[config.mk]
export PLATFORM = sky130hd
export DESIGN_NAME = dftc_datapath
export DESIGN_NICKNAME = d
export VERILOG_FILES = /design/src/rtl/core/dftc_pkg.sv /design/src/rtl/core/dftc_datapath.sv
export SDC_FILE = /design/constraint.sdc
export NUM_CORES = 1
export LEC_CHECK = 0
export ABC_AREA = 1
export CORE_UTILIZATION = 40
export CTS_CLUSTER_SIZE = 28
export DETAILED_ROUTE_END_ITERATION = 10
export DONT_BUFFER_PORTS = 1
export GPL_TIMING_DRIVEN = 0
export PLACE_DENSITY = 0.58
export SKIP_CTS_REPAIR_TIMING = 1
export SLEW_MARGIN = 5
export SYNTH_ARGS = -nofsm -noshare
export SYNTH_HDL_FRONTEND = slang
export SYNTH_SLANG_ARGS = --single-unit
[constraint.sdc]
create_clock -name clk -period 2.4 [get_ports clk]
set_input_delay 0.36 -clock clk [delete_from_list [all_inputs] [get_ports clk]]
set_output_delay 0.36 -clock clk [all_outputs]
set_load 0.01 [all_outputs]
[src/rtl/core/dftc_pkg.sv]
// Shared widths, operation codes and helpers for the drop-frame timecode counter.
package dftc_pkg;

    localparam int unsigned FUNC_W   = 2;
    localparam int unsigned HOUR_W   = 5;
    localparam int unsigned MINUTE_W = 6;
    localparam int unsigned SECOND_W = 6;
    localparam int unsigned FRAME_W  = 6;
    localparam int unsigned REP_W    = 8;
    localparam int unsigned FPS_W    = 6;

    localparam logic [FUNC_W-1:0] FUNC_ADVANCE = 2'd0;
    localparam logic [FUNC_W-1:0] FUNC_BACK    = 2'd1;
    localparam logic [FUNC_W-1:0] FUNC_LOAD    = 2'd2;
    localparam logic [FUNC_W-1:0] FUNC_COMPARE = 2'd3;

    localparam logic [FPS_W-1:0]    FPS_RESET   = 6'd30;
    localparam logic [FPS_W-1:0]    FPS_DROP30  = 6'd30;
    localparam logic [FPS_W-1:0]    FPS_DROP60  = 6'd60;
    localparam logic [FRAME_W-1:0]  DROP_N30    = 6'd2;
    localparam logic [FRAME_W-1:0]  DROP_N60    = 6'd4;
    localparam logic [SECOND_W-1:0] SECOND_LAST = 6'd59;
    localparam logic [MINUTE_W-1:0] MINUTE_LAST = 6'd59;
    localparam logic [HOUR_W-1:0]   HOUR_LAST   = 5'd23;

    // Commands from the controller to the datapath
    typedef struct packed {
        logic start;    // request accepted this cycle
        logic back;     // take one backward frame step
        logic capture;  // load the result register
    } dftc_cmd_t;

    // Status from the datapath to the controller
    typedef struct packed {
        logic needs_back;  // incoming request is a step back with a nonzero count
        logic last_step;   // one backward step left
    } dftc_status_t;

    // True when the minute value is a multiple of ten
    function automatic logic minute_mult10(input logic [MINUTE_W-1:0] m);
        logic r;
        begin
            case (m) inside
                6'd0, 6'd10, 6'd20, 6'd30, 6'd40, 6'd50, 6'd60: r = 1'b1;
                default: r = 1'b0;
            endcase
            return r;
        end
    endfunction

endpackage

[src/rtl/core/dftc_datapath.sv]
// Datapath: timecode counters, frame rate register, step logic and result register.
module dftc_datapath
    import dftc_pkg::*;
(
    input  logic                clk,
    input  logic                rst_n,
    input  logic                cfg_we,
    input  logic [FPS_W-1:0]    cfg_wdata,
    input  logic [FUNC_W-1:0]   func,
    input  logic [HOUR_W-1:0]   hour_in,
    input  logic [MINUTE_W-1:0] minute_in,
    input  logic [SECOND_W-1:0] second_in,
    input  logic [FRAME_W-1:0]  frame_in,
    input  logic [REP_W-1:0]    repeat_count,
    input  dftc_cmd_t           cmd,
    output dftc_status_t        status,
    output logic [HOUR_W-1:0]   hour_out,
    output logic [MINUTE_W-1:0] minute_out,
    output logic [SECOND_W-1:0] second_out,
    output logic [FRAME_W-1:0]  frame_out,
    output logic                is_equal
);

    logic [FPS_W-1:0]    fps_reg;
    logic [HOUR_W-1:0]   hour_reg, hour_next;
    logic [MINUTE_W-1:0] minute_reg, minute_next;
    logic [SECOND_W-1:0] second_reg, second_next;
    logic [FRAME_W-1:0]  frame_reg, frame_next;
    logic [REP_W-1:0]    rep_reg, rep_next;
    logic                eq_reg, eq_next;

    logic [HOUR_W-1:0]   hour_o_reg;
    logic [MINUTE_W-1:0] minute_o_reg;
    logic [SECOND_W-1:0] second_o_reg;
    logic [FRAME_W-1:0]  frame_o_reg;
    logic                eq_o_reg;

    logic [FPS_W-1:0]   fps_eff;
    logic [FRAME_W-1:0] drop_n;
    logic               match;

    // Advance results
    logic [HOUR_W-1:0]   adv_hour;
    logic [MINUTE_W-1:0] adv_minute;
    logic [SECOND_W-1:0] adv_second;
    logic [FRAME_W-1:0]  adv_frame;
    logic [FRAME_W:0]    frame_inc;
    logic [SECOND_W:0]   second_inc;
    logic [MINUTE_W:0]   minute_inc;
    logic [HOUR_W:0]     hour_inc;

    // Backward step results
    logic [HOUR_W-1:0]   bk_hour;
    logic [MINUTE_W-1:0] bk_minute;
    logic [SECOND_W-1:0] bk_second;
    logic [FRAME_W-1:0]  bk_frame;
    logic                at_start;

    assign fps_eff = (fps_reg == '0) ? FPS_W'(1) : fps_reg;

    always_comb
    begin
        if (fps_reg == FPS_DROP30)
        begin
            drop_n = DROP_N30;
        end
        else if (fps_reg == FPS_DROP60)
        begin
            drop_n = DROP_N60;
        end
        else
        begin
            drop_n = '0;
        end
    end

    assign match = (hour_in == hour_reg) && (minute_in == minute_reg) &&
                   (second_in == second_reg) && (frame_in == frame_reg);

    assign frame_inc  = {1'b0, frame_reg} + 7'd1;
    assign second_inc = {1'b0, second_reg} + 7'd1;
    assign minute_inc = {1'b0, minute_reg} + 7'd1;
    assign hour_inc   = {1'b0, hour_reg} + 6'd1;

    always_comb
    begin
        adv_hour   = hour_reg;
        adv_minute = minute_reg;
        adv_second = second_reg;
        adv_frame  = '0;
        if (frame_inc < {1'b0, fps_eff})
        begin
            adv_frame = frame_inc[FRAME_W-1:0];
        end
        else if (second_inc < {1'b0, SECOND_LAST} + 7'd1)
        begin
            adv_second = second_inc[SECOND_W-1:0];
        end
        else if (minute_inc < {1'b0, MINUTE_LAST} + 7'd1)
        begin
            adv_second = '0;
            adv_minute = minute_inc[MINUTE_W-1:0];
            // Skip the dropped frame numbers entering a minute not divisible by ten
            if (drop_n != '0 && !minute_mult10(minute_inc[MINUTE_W-1:0]))
            begin
                adv_frame = drop_n;
            end
        end
        else
        begin
            adv_second = '0;
            adv_minute = '0;
            adv_hour   = (hour_inc < {1'b0, HOUR_LAST} + 6'd1) ? hour_inc[HOUR_W-1:0] : '0;
        end
    end

    assign at_start = (frame_reg == '0) ||
                      (drop_n != '0 && frame_reg == drop_n && !minute_mult10(minute_reg));

    always_comb
    begin
        bk_hour   = hour_reg;
        bk_minute = minute_reg;
        bk_second = second_reg;
        bk_frame  = frame_reg - FRAME_W'(1);
        if (at_start)
        begin
            bk_frame = fps_eff - FRAME_W'(1);
            if (second_reg != '0)
            begin
                bk_second = second_reg - SECOND_W'(1);
            end
            else
            begin
                bk_second = SECOND_LAST;
                if (minute_reg != '0)
                begin
                    bk_minute = minute_reg - MINUTE_W'(1);
                end
                else
                begin
                    bk_minute = MINUTE_LAST;
                    bk_hour   = (hour_reg != '0) ? hour_reg - HOUR_W'(1) : HOUR_LAST;
                end
            end
        end
    end

    always_comb
    begin
        hour_next   = hour_reg;
        minute_next = minute_reg;
        second_next = second_reg;
        frame_next  = frame_reg;
        rep_next    = rep_reg;
        eq_next     = eq_reg;
        if (cmd.start)
        begin
            rep_next = repeat_count;
            eq_next  = (func == FUNC_COMPARE) && match;
            case (func)
                FUNC_ADVANCE:
                begin
                    hour_next   = adv_hour;
                    minute_next = adv_minute;
                    second_next = adv_second;
                    frame_next  = adv_frame;
                end
                FUNC_LOAD:
                begin
                    hour_next   = hour_in;
                    minute_next = minute_in;
                    second_next = second_in;
                    frame_next  = frame_in;
                end
                default:
                begin
                    // step back runs in the loop; compare holds the counters
                end
            endcase
        end
        else if (cmd.back)
        begin
            hour_next   = bk_hour;
            minute_next = bk_minute;
            second_next = bk_second;
            frame_next  = bk_frame;
            rep_next    = rep_reg - REP_W'(1);
        end
    end

    assign status.needs_back = (func == FUNC_BACK) && (repeat_count != '0);
    assign status.last_step  = (rep_reg == REP_W'(1));

    always_ff @(posedge clk or negedge rst_n)
    begin
        if (!rst_n)
        begin
            fps_reg    <= FPS_RESET;
            hour_reg   <= '0;
            minute_reg <= '0;
            second_reg <= '0;
            frame_reg  <= '0;
            rep_reg    <= '0;
            eq_reg     <= 1'b0;
        end
        else
        begin
            if (cfg_we)
            begin
                fps_reg <= cfg_wdata;
            end
            hour_reg   <= hour_next;
            minute_reg <= minute_next;
            second_reg <= second_next;
            frame_reg  <= frame_next;
            rep_reg    <= rep_next;
            eq_reg     <= eq_next;
        end
    end

    always_ff @(posedge clk)
    begin
        if (cmd.capture)
        begin
            hour_o_reg   <= hour_reg;
            minute_o_reg <= minute_reg;
            second_o_reg <= second_reg;
            frame_o_reg  <= frame_reg;
            eq_o_reg     <= eq_reg;
        end
    end

    assign hour_out   = hour_o_reg;
    assign minute_out = minute_o_reg;
    assign second_out = second_o_reg;
    assign frame_out  = frame_o_reg;
    assign is_equal   = eq_o_reg;

endmodule

**Yosys cells after proc, flatten, opt, wreduce, memory -nomap -nowiden**

Cells that the tools add are included.

- Register bits after elaboration: 62
- Input port bits: 45
- Output and inout bits: 26
- Logic and storage cells: 129

- Add/subtract/negate cells: 10
- Magnitude comparators: 4
- Eq/ne operators: 29
- Muxes and demuxes: 45
- Reductions and logical operators: 29

Operators by type and width:

| cell | count |
|---|---|
| $mux 6 | 23 |
| $mux 5 | 10 |
| $eq 6x6->1 const B | 7 |
| $pmux 6 s2 | 3 |
| $eq 6x5->1 const B | 5 |
| $eq 6x6->1 | 4 |
| $logic_not 6->1 | 4 |
| $sub 6x1->6 const B | 4 |
| $add 6x1->7 const B | 3 |
| $reduce_bool 6->1 | 3 |
| $mux 8 | 2 |
| $lt 7x6->1 const B | 2 |
| $reduce_or 7->1 | 2 |
| $eq 6x4->1 const B | 2 |
| $pmux 5 s2 | 1 |
| $ne 3x3->1 const B | 3 |
| $eq 8x1->1 const B | 1 |
| $logic_and 1x1->1 | 8 |
| $reduce_and 8->1 | 1 |
| $reduce_bool 8->1 | 1 |
| $sub 8x1->8 const B | 1 |
| $lt 7x6->1 | 1 |
| $add 5x1->6 const B | 1 |
| $lt 6x5->1 const B | 1 |
| 16 further kinds | 24 |

**Logic depth before layout (Yosys ltp)**

- Depth in word-level cells: 15
- Gate-level depth with buffers: 21

**Least setup slack after synthesis**

OpenSTA, ideal clock, no wires.

- Path type: register to register
- From: reg frame_reg[0]
- To: reg second_reg[3]
- Setup time: 0.076 ns
- Arrival: 2.324 ns
- Required time: 2.324 ns
- Slack: 0.000 ns
- Cell stages (with the launch flop): 17
- Path buffers: 1
- Clock period less this slack: 2.400 ns
- Path through: dfrtp_1 -> ha_1 -> nand3_1 -> nor2_1 -> inv_1 -> nand2_1 -> inv_1 -> ha_1 -> a21oi_1 -> o31ai_1 -> inv_1 -> nand2_1 -> nor2_1 -> nor3_2 -> buf_4 -> o211ai_1 -> o21ai_1

- Word-level cells in the longest chain between the ends: 6
- Elaborated cells on any way between the ends: 10
- Those cells by class: 1 x add/sub; 1 x order compare; 2 x eq/ne; 6 x reduce/logical

RTL lines:

| item | RTL line | RTL |
|---|---|---|
| start, declared | dftc_datapath.sv:28 | `logic [FRAME_W-1:0] frame_reg, frame_next;` |
| start signal, assigned | dftc_datapath.sv:216 | `frame_reg <= frame_next;` |
| branches (longest 5 deep; another with $add 6x1->7) | n/a |  |
| $reduce_and 4->1 (no source line) (*) | n/a |  |
| end signal, assigned | dftc_datapath.sv:215 | `second_reg <= second_next;` |
| end, declared | dftc_datapath.sv:27 | `logic [SECOND_W-1:0] second_reg, second_next;` |

Mark *: on every way between the ends.
A chain may end at the register's enable or synchronous reset.

**Worst setup path in the final report**

- From: reg frame_reg[1]
- To: reg second_reg[3]

The elaborated chain is that of the path after synthesis.

==> run_results.csv <==
group,metric,value,unit
drt,ant_nets,0,
sta,finalSetupViolCount,18,
clock_tree,clk_latency,0.36,ns
synth,synth_fp_nets,645,
die,boundaryPins,71,
synth,ys_seq_elements,62,
synth,avgSynthCellArea,7.74,um2
final_layout,diodes,0,
place,place_inst,720,
sta,max_freq,403,MHz
synth,ys_seq_area_share,37.3,%
power,power_density,1130,nW/um2
power,finalPower,6.01,mW
sta,fin_crit_sh,104,%
clock_tree,cts_tree,"done",
sta,skew,0.00972,ns
final_layout,finish.utilization,48.7,%
sta,relSlewSlack,58.9,%
drt,drt_iter0_drc,292,
final_layout,num-nets-final,682,
die,coreArea,10900,um2
grt,track_usage,23.9,%
critical_path,critPathArrivalTime,2.77,ns
status,failed_checks,"setup timing",
grt,grt_max_degree,39,
synth,async_flop_share,61.3,%
synth,synthCells,580,
sta,tightest_slew,0.611,ns
place,gp_congestion,0.919,
critical_path,cp-start-kind,"flop",
clock_tree,clkTransAtPathRegs,0.07,ns
synth,yosysWarnings,0,
critical_path,worst-path-max-fanout,6,
sta,hold_ws,0.0938,ns
status,outcome,"finished with violations",
grt,antenna_found_initial,0,
sta,maxSlewViolCount,0,
die,start_util,41.2,%
clock_tree,root_buffer,"clkbuf_8",
sta,final.min_clock_period,2.48,ns
critical_path,crit_required,2.69,ns
grt,grt_pass1_vias,3915,
sta,rsz0062_at_grt,"true",
grt,overflow,0,
drt,vias_per_cell,5.57,
synth,yosysUniqueCellTypes,53,
clock_tree,cts_buffer_depth,2,
final_layout,syn_to_final_growth,18.1,%
final_layout,instances_no_fill,762,
place,hpwl,9.78,mm
place,portBuffers,0,
synth,synth_area,4490,um2
clock_tree,h-tree-depth,3,
synth,synthFlopType,"dfrtp_1",
power,power.leakage,2.32,nW
drt,firstDrtPassIters,5,
run,max_cap_viol_count,0,
drt,num_vias,4248,
critical_path,path_class,"flop to flop",
clock_tree,cts_inserted_buffers,9,
die,die_x,108,um
grt,grt_first_pass_wirelength,20.8,mm
die,die_h,108,um
place,pre_cts_ws,-0.568,ns
drt,wl,13.3,mm
die,num_rows,38,
critical_path,crit_path_end_kind,"flop",
synth,synth-edff-count,24,
drt,avgRoutedWirePerCell,17.5,um
clock_tree,numClockSinks,62,
die,die_area,11700,um2
power,peakVddDrop,541,uV
final_layout,largest_reg_flops,8,
min_path,hp-class,"input pin to flop",
drt,drcViolationCount,0,
sta,timing.final.ws_setup,-0.0844,ns
final_layout,final_layout_size_suffix_gt1_share,18.3,%
sta,hold_viol_final,0,
worst max-delay path, cell delays in order (launching register included):
cell and delay (ns):
dfrtp_2 0.48, ha_4 0.18, nand3_4 0.09, nor2_4 0.12
inv_2 0.04, nand2_2 0.06, inv_2 0.04, ha_4 0.27
a21oi_2 0.05, o31ai_2 0.17, inv_1 0.09, nand2_4 0.10
nor2_4 0.06, nor3_4 0.23, buf_6 0.14, buf_6 0.11
o211ai_1 0.08, o21ai_1 0.08
layout by cell type, fill, tap and decap left out, drive strengths merged, types with 6 or more instances in the layout:
| cell type | count |
|---|---|
| buf | 29 |
| xnor2 | 6 |
| nand3 | 62 |
| a21oi | 23 |
| dfrtp | 34 |
| ha | 20 |
| clkbuf | 21 |
| nand4 | 12 |
| inv | 72 |
| o21ai | 43 |
| nor3 | 8 |
| nand2 | 128 |
| xor2 | 28 |
| o211ai | 7 |
| edfxtp | 24 |
| nor2 | 46 |
synthesized netlist by cell type, types with 12 or more instances:
library cell / count / share of area (%)
a21oi_1: 23 / 2.6
dfrtp_1: 34 / 19
edfxtp_1: 24 / 16
ha_1: 20 / 5.6
inv_1: 71 / 5.9
nand2_1: 125 / 10
nand3_1: 57 / 6.4
nand4_1: 12 / 1.7
nor2_1: 43 / 3.6
o21ai_0: 33 / 3.7
xor2_1: 28 / 5.5
layer usage:
layer  vias up  wire length [um]  track usage (%)
met5         -                 0                0
met4         0               301             9.88
met3        23               700             4.10
met2       138              6330             38.4
met1      2034              6010             31.7
li1       2053                 -                -
through the flow:
stage,instance area [um2],TNS [ns]
2_1_floorplan,4490,0
3_3_place_gp,4670,-9.15
3_5_place_dp,4670,-10.14
4_1_cts,4850,-10.65
5_1_grt,5310,-4.25
6_report,5310,-0.708
power by group:
| group | leakage, nW | internal [mW] | switching [mW] |
|---|---|---|---|
| Combinational | 1.55 | 1.29 | 1.92 |
| Clock | 0.0884 | 0.471 | 0.422 |
| Sequential | 0.680 | 1.49 | 0.420 |
| Total | 2.32 | 3.25 | 2.76 |
final cells by class:
cell class / instances / area [um2]
Timing Repair Buffer: 26 / 241
Clock inverter: 5 / 50.0
Fill cell: 1087 / 5580
Buffer: 14 / 90.1
Sequential cell: 62 / 1690
Inverter: 77 / 305
Clock buffer: 11 / 131
Tap cell: 140 / 175
Multi-Input combinational cell: 427 / 2630
logic make-up after synthesis:
family,share of synthesized area (%)
AOI/OAI and AO/OA,14.7
adders and majority gates,5.57
DFF,37.3
and+or+nand+nor,27.4
buffers and inverters,8.41
xor gates and xnor gates,6.63
path summary, 6_finish.rpt:
kind / start / to / slack, ns / depth (start not counted)
worst min-delay path: cfg_we / fps_reg[5] / 0.09 / 1
worst max-delay path: frame_reg[1] / second_reg[3] / -0.08 / 17
min in group asynchronous: rst_n / fps_reg[5] / 0.48 / 2
worst min register to register: hour_reg[2] / hour_out[2] / 0.44 / 0
worst max register to register: frame_reg[1] / second_reg[3] / -0.08 / 17
max in group asynchronous: rst_n / fps_reg[1] / 1.65 / 2
No activity file was read; power rests on OpenSTA's default activity.
