===== config.mk =====
export PLATFORM = sky130hd
export DESIGN_NAME = dftc_ctrl
export DESIGN_NICKNAME = d
export VERILOG_FILES = /design/src/rtl/core/dftc_pkg.sv /design/src/rtl/core/dftc_ctrl.sv
export SDC_FILE = /design/constraint.sdc
export NUM_CORES = 1
export LEC_CHECK = 0
export ABC_AREA = 1
export BUFFER_PORTS_ARGS = -buffer_cell sky130_fd_sc_hd__buf_2
export CAP_MARGIN = 15
export CORE_AREA = 2 2 39 41
export CTS_CLUSTER_SIZE = 14
export DETAILED_ROUTE_END_ITERATION = 16
export DIE_AREA = 0 0 41 43
export GPL_ROUTABILITY_DRIVEN = 0
export SETUP_SLACK_MARGIN = 0.02
export SKIP_CTS_REPAIR_TIMING = 1
export SYNTH_ARGS = -nofsm -noshare
export SYNTH_HDL_FRONTEND = slang
export SYNTH_SLANG_ARGS = --single-unit

===== constraint.sdc =====
create_clock -name clk -period 2 [get_ports clk]
set_input_delay 0.2 -clock clk [delete_from_list [all_inputs] [get_ports clk]]
set_output_delay 0.2 -clock clk [all_outputs]
set_load 0.005 [all_outputs]

===== src/rtl/core/dftc_pkg.sv =====
// Shared widths, operation codes and helpers for the drop-frame timecode counter.
package dftc_pkg;

    localparam int unsigned FUNC_W   = 2;
    localparam int unsigned HOUR_W   = 5;
    localparam int unsigned MINUTE_W = 6;
    localparam int unsigned SECOND_W = 6;
    localparam int unsigned FRAME_W  = 6;
    localparam int unsigned REP_W    = 8;
    localparam int unsigned FPS_W    = 6;

    localparam logic [FUNC_W-1:0] FUNC_ADVANCE = 2'd0;
    localparam logic [FUNC_W-1:0] FUNC_BACK    = 2'd1;
    localparam logic [FUNC_W-1:0] FUNC_LOAD    = 2'd2;
    localparam logic [FUNC_W-1:0] FUNC_COMPARE = 2'd3;

    localparam logic [FPS_W-1:0]    FPS_RESET   = 6'd30;
    localparam logic [FPS_W-1:0]    FPS_DROP30  = 6'd30;
    localparam logic [FPS_W-1:0]    FPS_DROP60  = 6'd60;
    localparam logic [FRAME_W-1:0]  DROP_N30    = 6'd2;
    localparam logic [FRAME_W-1:0]  DROP_N60    = 6'd4;
    localparam logic [SECOND_W-1:0] SECOND_LAST = 6'd59;
    localparam logic [MINUTE_W-1:0] MINUTE_LAST = 6'd59;
    localparam logic [HOUR_W-1:0]   HOUR_LAST   = 5'd23;

    // Commands from the controller to the datapath
    typedef struct packed {
        logic start;    // request accepted this cycle
        logic back;     // take one backward frame step
        logic capture;  // load the result register
    } dftc_cmd_t;

    // Status from the datapath to the controller
    typedef struct packed {
        logic needs_back;  // incoming request is a step back with a nonzero count
        logic last_step;   // one backward step left
    } dftc_status_t;

    // True when the minute value is a multiple of ten
    function automatic logic minute_mult10(input logic [MINUTE_W-1:0] m);
        logic r;
        begin
            case (m) inside
                6'd0, 6'd10, 6'd20, 6'd30, 6'd40, 6'd50, 6'd60: r = 1'b1;
                default: r = 1'b0;
            endcase
            return r;
        end
    endfunction

endpackage


===== src/rtl/core/dftc_ctrl.sv =====
// Controller state machine: request intake, backward step loop, result handoff.
module dftc_ctrl
    import dftc_pkg::*;
(
    input  logic         clk,
    input  logic         rst_n,
    input  logic         in_valid,
    output logic         in_ready,
    output logic         out_valid,
    input  logic         out_ready,
    input  dftc_status_t status,
    output dftc_cmd_t    cmd
);

    localparam logic [1:0] ST_IDLE   = 2'd0;
    localparam logic [1:0] ST_BACK   = 2'd1;
    localparam logic [1:0] ST_FINISH = 2'd2;

    logic [1:0] state_reg, state_next;
    logic       out_valid_reg, out_valid_next;
    logic       accept;

    // Take a new request only when the result register is free or draining
    assign in_ready = (state_reg == ST_IDLE) && (!out_valid_reg || out_ready);
    assign accept   = in_valid && in_ready;
    assign out_valid = out_valid_reg;

    always_comb
    begin
        state_next     = state_reg;
        out_valid_next = out_valid_reg;
        cmd            = '0;
        if (out_valid_reg && out_ready)
        begin
            out_valid_next = 1'b0;
        end
        case (state_reg)
            ST_IDLE:
            begin
                if (accept)
                begin
                    cmd.start  = 1'b1;
                    state_next = status.needs_back ? ST_BACK : ST_FINISH;
                end
            end
            ST_BACK:
            begin
                cmd.back = 1'b1;
                if (status.last_step)
                begin
                    state_next = ST_FINISH;
                end
            end
            ST_FINISH:
            begin
                cmd.capture    = 1'b1;
                out_valid_next = 1'b1;
                state_next     = ST_IDLE;
            end
            default:
            begin
                state_next = ST_IDLE;
            end
        endcase
    end

    always_ff @(posedge clk or negedge rst_n)
    begin
        if (!rst_n)
        begin
            state_reg     <= ST_IDLE;
            out_valid_reg <= 1'b0;
        end
        else
        begin
            state_reg     <= state_next;
            out_valid_reg <= out_valid_next;
        end
    end

endmodule


# Word level (Yosys, flattened, before mapping)

Index checks and enable logic that the tools add are counted.
Widths: inputs -> output; s select.

Register bits after elaboration: 3
Bits of input ports: 6
Output and inout bits: 5
Word-level logic and storage cells: 24

Muxes and demuxes: 10
Equal/unequal tests: 4
Reductions and logical operators: 8

Operator list:

| kind               | number |
|---|---|
| $mux 1             | 6 |
| $mux 2             | 3 |
| $ne 2x2->1 const B | 2 |
| $pmux 2 s2         | 1 |
| $logic_and 1x1->1  | 3 |
| $eq 2x1->1 const B | 1 |
| $eq 2x2->1 const B | 1 |
| $logic_not 2->1    | 1 |
| $reduce_and 2->1   | 1 |
| $reduce_bool 2->1  | 1 |
| $logic_not 1->1    | 1 |
| $logic_or 1x1->1   | 1 |

# Longest topological paths before layout

Gate-level depths: netlist of run 1.

Depth after elaboration: 6
Depth in mapped cells: 5
Depth with buffers taken out: 5

# Least setup slack after synthesis of run 1

No wires, ideal clock.

Path kind: register to output
From: register state_reg[0]
To: output cmd[2] (netlist bit)
Stages on the path, launching flop included: 3
Slack: 1102 ps
Data required time: 1800 ps
Path buffers: 0
Arrival: 698 ps
Path through: dfrtp_1 nor2_1 and3_1

RTL lines:

| element                  | line            | RTL |
|---|---|---|
| start: declaration       | dftc_ctrl.sv:19 | `logic [1:0] state_reg, state_next;` |
| start signal: assignment | dftc_ctrl.sv:76 | `state_reg <= state_next;` |
| end: declaration         | dftc_ctrl.sv:12 | `output dftc_cmd_t cmd` |

==> key figures, run 1 <==
Outcome
  • Outcome: finished, final reports clean

Timing
  • Max Fclk: 0.789 GHz
  • Fin. max-slew vios: 0
  • Slew HR: 87.1%
  • Setup ws final: 732 ps
  • Hold Vio Cnt, Final: 0
  • Final worst path period share: 63.4%
  • RSZ-0062 raised after global routing: no
  • Minimum clock period: 1270 ps
  • Hold WS: 239 ps
  • Setup TNS: 0 ps
  • Worst Clk Skew: 0.151 ps
  • Final Setup Violations: 0
  • Slew @ Worst Pin: 194 ps

Synthesis
  • Syn nets: 31
  • Ys Warns: 0
  • Yosys reg bits: 3
  • Mapped cell area: 176 um^2
  • Mapped Avg Cell Area: 7.06 um^2
  • Sequential share of the synthesized area: 42.6%
  • Netlist cell types: 12
  • Cells after synthesis: 25

Min path
  • Path type of the worst min-delay path: in2reg

Power and ir drop
  • Comb pwr share: 41.8%
  • Total power: 0.000368 W
  • Switching share of power: 36.7%
  • Clk pwr share: 28.4%
  • Pwr dens: 1340 mW/mm^2
  • Switch Pwr: 0.000135 W
  • Lkg Pwr: 0.169 nW
  • Internal: 0.000233 W
  • Reg power frac: 29.7%
  • Peak VDD IR: 0.211 mV

Detailed routing
  • First-pass DRT Iterations: 1
  • DRC: 0
  • Routed vias: 194
  • DR iter-0 viols: 0
  • Via-to-Cell Ratio: 3.53
  • Detail Route Antenna Nets: 0
  • Post-Route WL: 376 um
  • Wire length per cell: 6.84 um

Setup path
  • Critical Path End: cmd[2]
  • Worst endpoint required time: 1800 ps
  • Startpoint of the worst setup timing path: state_reg[0]$_DFFE_PN0P_
  • Reg2Reg Depth: 4
  • R2R Setup Slk: 1150 ps
  • Critical path cell sequence: nor2_1 -> and3_1 -> buf_2
  • Worst R2R Start: state_reg[0]$_DFFE_PN0P_
  • WP data arrival: 1070 ps
  • Slowest CP cell: dfrtp_1
  • Setup crit start kind: register
  • Setup CP Type: reg2out
  • Reg2Reg Capture Point: state_reg[1]$_DFFE_PN0P_
  • Crit end category: output port
  • Slowest stage delay, CP: 430 ps
  • Crit path max fanout: 6

Final layout
  • Share of cells above drive strength 1: 38.5%
  • Commonest non-fill, non-tap cell in the layout: buf_2
  • Antenna diodes: 0
  • Area grow syn2layout: 56.0%
  • Commonest cells after routing, fill and taps aside: buf_2, nand2_1, inv_1
  • Total Nets Final: 46
  • Fill cells: 171
  • Max reg flops: 2
  • Final Core Density: 19.9%

Floorplanning
  • Die area: 0.00176 mm^2
  • CORE AREA: 0.00138 mm^2
  • Initial Util: 12.7%
  • # rows: 14
  • Die H: 43 um
  • Die width: 41 um
  • I/O pin count: 11

Clocking
  • CTS H-tree lvls: 1
  • CTS clk-pin slew, worst paths: 40 ps
  • Clk root buf: clkbuf_4
  • TritonCTS Buffers: 3
  • Clock buffer depth: 2
  • CTS tree: built
  • Clk_lat worst skew: 230 ps
  • Clock Sinks: 3

Placement
  • Place WS: 972 ps
  • Port bufs: 10
  • DP HPWL: 304 um

Global route
  • Vias in the first global route: 164
  • GRT overflow: 0
  • Global-route wire length before repair: 510 um
  • Antenna violations before repair: 0
  • Largest net degree at the start of global routing: 7
  • Tot GR Track Use: 5.53%

Flow run
  • # Max-Cap Violations: 0
==> logic make-up (layout without fill, tap and decap cells) <==
| group | after synthesis | count (layout) | synth area share, % |
|---|---|---|---|
| buffers and inverters | 6 | 20 | 14.9 |
| AOI/OAI and AO/OA | 3 | 3 | 8.51 |
| and+or+nand+nor | 13 | 13 | 34.0 |
| DFF | 3 | 3 | 42.6 |
==> power groups by stage <==
stage	registers (W)	clock network, W	logic (W)
floorplan	0.000109	0	0.000106
global placement	0.000110	0	0.000155
detailed placement	0.000111	0	0.000157
CTS	0.000110	0.000112	0.000158
global route	0.000113	0.000116	0.000177
finish	0.000110	0.000105	0.000154
==> layout make-up <==
cell class / instances / area [um^2] / share of cell area [%]
Multi-Input combinational cell: 16 / 75.1 / 27.3
Clock buffer: 4 / 26.3 / 9.55
Inverter: 5 / 18.8 / 6.82
Sequential cell: 3 / 75.1 / 27.3
Timing Repair Buffer: 11 / 60.1 / 21.8
Tap cell: 16 / 20.0 / 7.27
==> worst min path at each step <==
stage	start	endpoint	slack [ps]	depth (start not counted)
finish	status[1]	state_reg[0]$_DFFE_PN0P_	240	3
global route	status[1]	state_reg[0]$_DFFE_PN0P_	250	3
CTS	rst_n	state_reg[1]$_DFFE_PN0P_	-250	1
detailed placement	rst_n	out_valid$_DFFE_PN0P_	-3	1
global placement	rst_n	out_valid$_DFFE_PN0P_	-3	1
floorplan	rst_n	out_valid$_DFFE_PN0P_	-100	0
==> critical path: cells and delay by family (launching register included) <==
family | cells | cell delay, ps
flops | 1 | 430
buf+inv | 1 | 100
simple gates | 2 | 300
==> cell usage after synthesis <==
master	number	area share, %
and3_1	1	3.5
dfrtp_1	3	43
nand4_1	1	3.5
a21oi_1	2	5.7
inv_2	1	2.1
nand2_1	6	13
nand3b_1	1	4.3
nand2_2	1	3.5
inv_1	4	8.5
o21ai_0	1	2.8
buf_4	1	4.3
nor2_1	3	6.4
==> per-stage QoR <==
stage	area, um^2	std cells
6_report	275	55
5_1_grt	275	55
4_1_cts	265	54
3_5_place_dp	239	50
3_3_place_gp	239	50
2_1_floorplan	176	25
==> layer usage <==
metal | routed length (um) | vias up | track usage (%)
met4 | 19 | 0 | 12.0
li1 | - | 105 | -
met1 | 139 | 79 | 3.23
met3 | 41 | 2 | 3.14
met5 | 0 | - | 0
met2 | 175 | 8 | 6.56
Note: power is estimated with default switching activity, not from simulation.
==> inputs of run 2 (changes only) <==
--- a/config.mk
+++ b/config.mk
@@ -5,7 +5,7 @@
 export SDC_FILE = /design/constraint.sdc
 export NUM_CORES = 1
 export LEC_CHECK = 0
-export ABC_AREA = 1
+export ABC_AREA = 0
 export BUFFER_PORTS_ARGS = -buffer_cell sky130_fd_sc_hd__buf_2
 export CAP_MARGIN = 15
 export CORE_AREA = 2 2 39 41
==> constraint.sdc (replaced) <==
create_clock -name clk -period 1.2 [get_ports clk]
set_input_delay 0.12 -clock clk [delete_from_list [all_inputs] [get_ports clk]]
set_output_delay 0.12 -clock clk [all_outputs]
set_load 0.005 [all_outputs]
==> key figures, run 2 <==
Outcome
  • Outcome: finished, violations left
  • Failing checks: setup timing

Timing
  • Slew HR: 83.2% (-3.8 points)
  • Final Setup Violations: 1 (+1)
  • RSZ-0062 raised after global routing: yes
  • Minimum clock period: 1230 ps
  • Slew @ Worst Pin: 248 ps (+54.1 ps)
  • Worst Clk Skew: 0.917 ps (+0.766 ps)
  • Setup ws final: -28.3 ps (-761 ps)
  • Hold WS: 137 ps (-102 ps)
  • Max Fclk: 0.814 GHz
  • Setup TNS: -28.3 ps (-28.3 ps)
  • Fin. max-slew vios: 0 (unchanged)
  • Final worst path period share: 102%
  • Hold Vio Cnt, Final: 0 (unchanged)

Final layout
  • Commonest cells after routing, fill and taps aside: buf_2, clkbuf_4, nor2b_1, o41ai_1, dfrtp_2
  • Fill cells: 150 (-12%)
  • Area of the multi-input gates: 96.3 um^2 (+28%)
  • Antenna diodes: 0 (unchanged)
  • Share of cells above drive strength 1: 58.1% (+20 points)
  • Max reg flops: 2 (unchanged)
  • Final Core Density: 20.8% (+0.90 points)
  • Post-route insts no fill: 47 (-15%)
  • Total Nets Final: 38 (-17%)
  • Area grow syn2layout: 74.2%
  • Reg area: 77.6 um^2 (+3.3%)
  • Commonest non-fill, non-tap cell in the layout: buf_2

Power and ir drop
  • Pwr dens: 1730 mW/mm^2 (+29%)
  • Lkg Pwr: 0.135 nW (-20%)
  • Peak VDD IR: 0.258 mV (+22%)

Setup path
  • Crit path max fanout: 4 (-2)
  • WP data arrival: 1110 ps (+40 ps)
  • Worst endpoint required time: 1080 ps (-720 ps)
  • Setup CP Type: reg2out
  • Crit end category: output port
  • Setup crit start kind: register

Synthesis
  • Mapped Avg Cell Area: 10.3 um^2 (+46%)
  • Simple-Gate Fraction of Synth Area: 39.4% (+5.4 points)
  • Compound-Gate Fraction of Synth Area: 10.6% (+2.1 points)
  • Ys Warns: 0 (unchanged)
  • EDFF count, synth: 0 (unchanged)
  • Asr flop ratio synth: 100% (unchanged)
  • Largest family of logic cells by synthesized area: simple AND/OR/NAND/NOR gates
  • Cells after synthesis: 16 (-36%)
  • Post-synth top flop: dfrtp_1
  • Mapped cell area: 165 um^2 (-6.4%)
  • Post-synthesis mux area share: 0% (unchanged)
  • Top post-synthesis cells by area: dfrtp_1, nor2b_1, o41ai_1, nor4b_1, or3b_1
  • Synth Area in XOR/XNOR: 0% (unchanged)
  • Adder-Cell Fraction of Synth Area: 0% (unchanged)
  • Sequential share of the synthesized area: 45.5% (+2.9 points)
  • Most common library cells after synthesis: dfrtp_1, nor2b_1, o41ai_1
  • Yosys reg bits: 3 (unchanged)
  • Netlist cell types: 11 (-1)
  • Syn nets: 22 (-29%)
  • Synth top area share: 45.5% (+2.9 points)
  • Cell type with the largest total area after synthesis: dfrtp_1

Detailed routing
  • DR iter-0 viols: 0 (unchanged)
  • Post-Route WL: 371 um (-1.3%)
  • Wire length per cell: 7.89 um (+15%)
  • Detail Route Antenna Nets: 0 (unchanged)
  • First-pass DRT Iterations: 1 (unchanged)
  • DRC: 0 (unchanged)
  • Routed vias: 179 (-7.7%)
  • Via-to-Cell Ratio: 3.81 (+8.0%)

Global route
  • Vias in the first global route: 145 (-12%)
  • Largest net degree at the start of global routing: 9 (+2)
  • GRT overflow: 0 (unchanged)
  • Tot GR Track Use: 6.42% (+0.89 points)
  • Global-route wire length before repair: 614 um (+20%)
  • Antenna violations before repair: 0 (unchanged)

Clocking
  • Clock Sinks: 3 (unchanged)
  • CTS H-tree lvls: 1 (unchanged)
  • Clk_lat worst skew: 230 ps (about the same)
  • Clk root buf: clkbuf_4
  • CTS clk-pin slew, worst paths: 30 ps (about the same)
  • Clock buffer depth: 2 (unchanged)
  • CTS tree: built
  • TritonCTS Buffers: 3 (unchanged)

Floorplanning
  • CORE AREA: 0.00138 mm^2 (unchanged)
  • Die H: 43 um (unchanged)
  • Die width: 41 um (unchanged)
  • Initial Util: 11.9% (-0.81 points)
  • # rows: 14 (unchanged)
  • Die area: 0.00176 mm^2 (unchanged)
  • I/O pin count: 11 (unchanged)

Placement
  • Place WS: 148 ps (-823 ps)
  • Port bufs: 10 (unchanged)
  • Post-Place Cells: 41 (-18%)

Flow run
  • # Max-Cap Violations: 0 (unchanged)

Min path
  • Path type of the worst min-delay path: in2reg
## run 2: where the power goes
group          total, W  internal [W]  leakage [nW]  switching, W
clock network  0.000171      0.000124        0.0150     0.0000470
registers      0.000169      0.000132        0.0361     0.0000365
logic          0.000157      0.000100        0.0843     0.0000571
total          0.000497      0.000357         0.135      0.000141
## run 2: worst paths after layout
kind | startpoint | depth (start not counted) | slack [ps] | to
max in group asynchronous | rst_n | 2 | 870 | state_reg[1]$_DFFE_PN0P_
setup / recovery | out_valid$_DFFE_PN0P_ | 3 | -30 | cmd[2]
setup reg to reg | out_valid$_DFFE_PN0P_ | 3 | 190 | state_reg[0]$_DFFE_PN0P_
hold reg to reg | state_reg[1]$_DFFE_PN0P_ | 1 | 540 | state_reg[0]$_DFFE_PN0P_
hold / removal | status[1] | 3 | 140 | state_reg[0]$_DFFE_PN0P_
min in group asynchronous | rst_n | 2 | 210 | out_valid$_DFFE_PN0P_
## run 2: per-stage QoR
stage / area, um^2 / power (W)
after floorplan: 165 / 0.000237
after global placement: 228 / 0.000294
after detailed placement: 228 / 0.000296
after CTS: 254 / 0.000478
after global routing: 288 / 0.000555
final: 288 / 0.000497
## run 2: final cells by class
cell class	count	area share (%)
Clock buffer	4	9.13
Multi-Input combinational cell	12	33.5
Sequential cell	3	27.0
Tap cell	16	6.96
Timing Repair Buffer	12	23.5
## run 2: cell families after synthesis
kind of cell / Yosys count
flip-flops: 3
AO/OA/AOI/OAI: 2
AND/OR/NAND/NOR: 10
buffers and inverters: 1
## run 2: critical path, cell delays in order, from the launching register on
cell	delay (ps)
dfrtp_1	360
nor2b_4	140
nor4b_2	230
buf_2	150
## run 2: per-layer routing
| metal | global-route usage, % | routed length [um] |
|---|---|---|
| met4 | 12.0 | 27 |
| met1 | 6.41 | 163 |
| met2 | 6.25 | 149 |
| met5 | 0 | 0 |
| met3 | 3.14 | 30 |
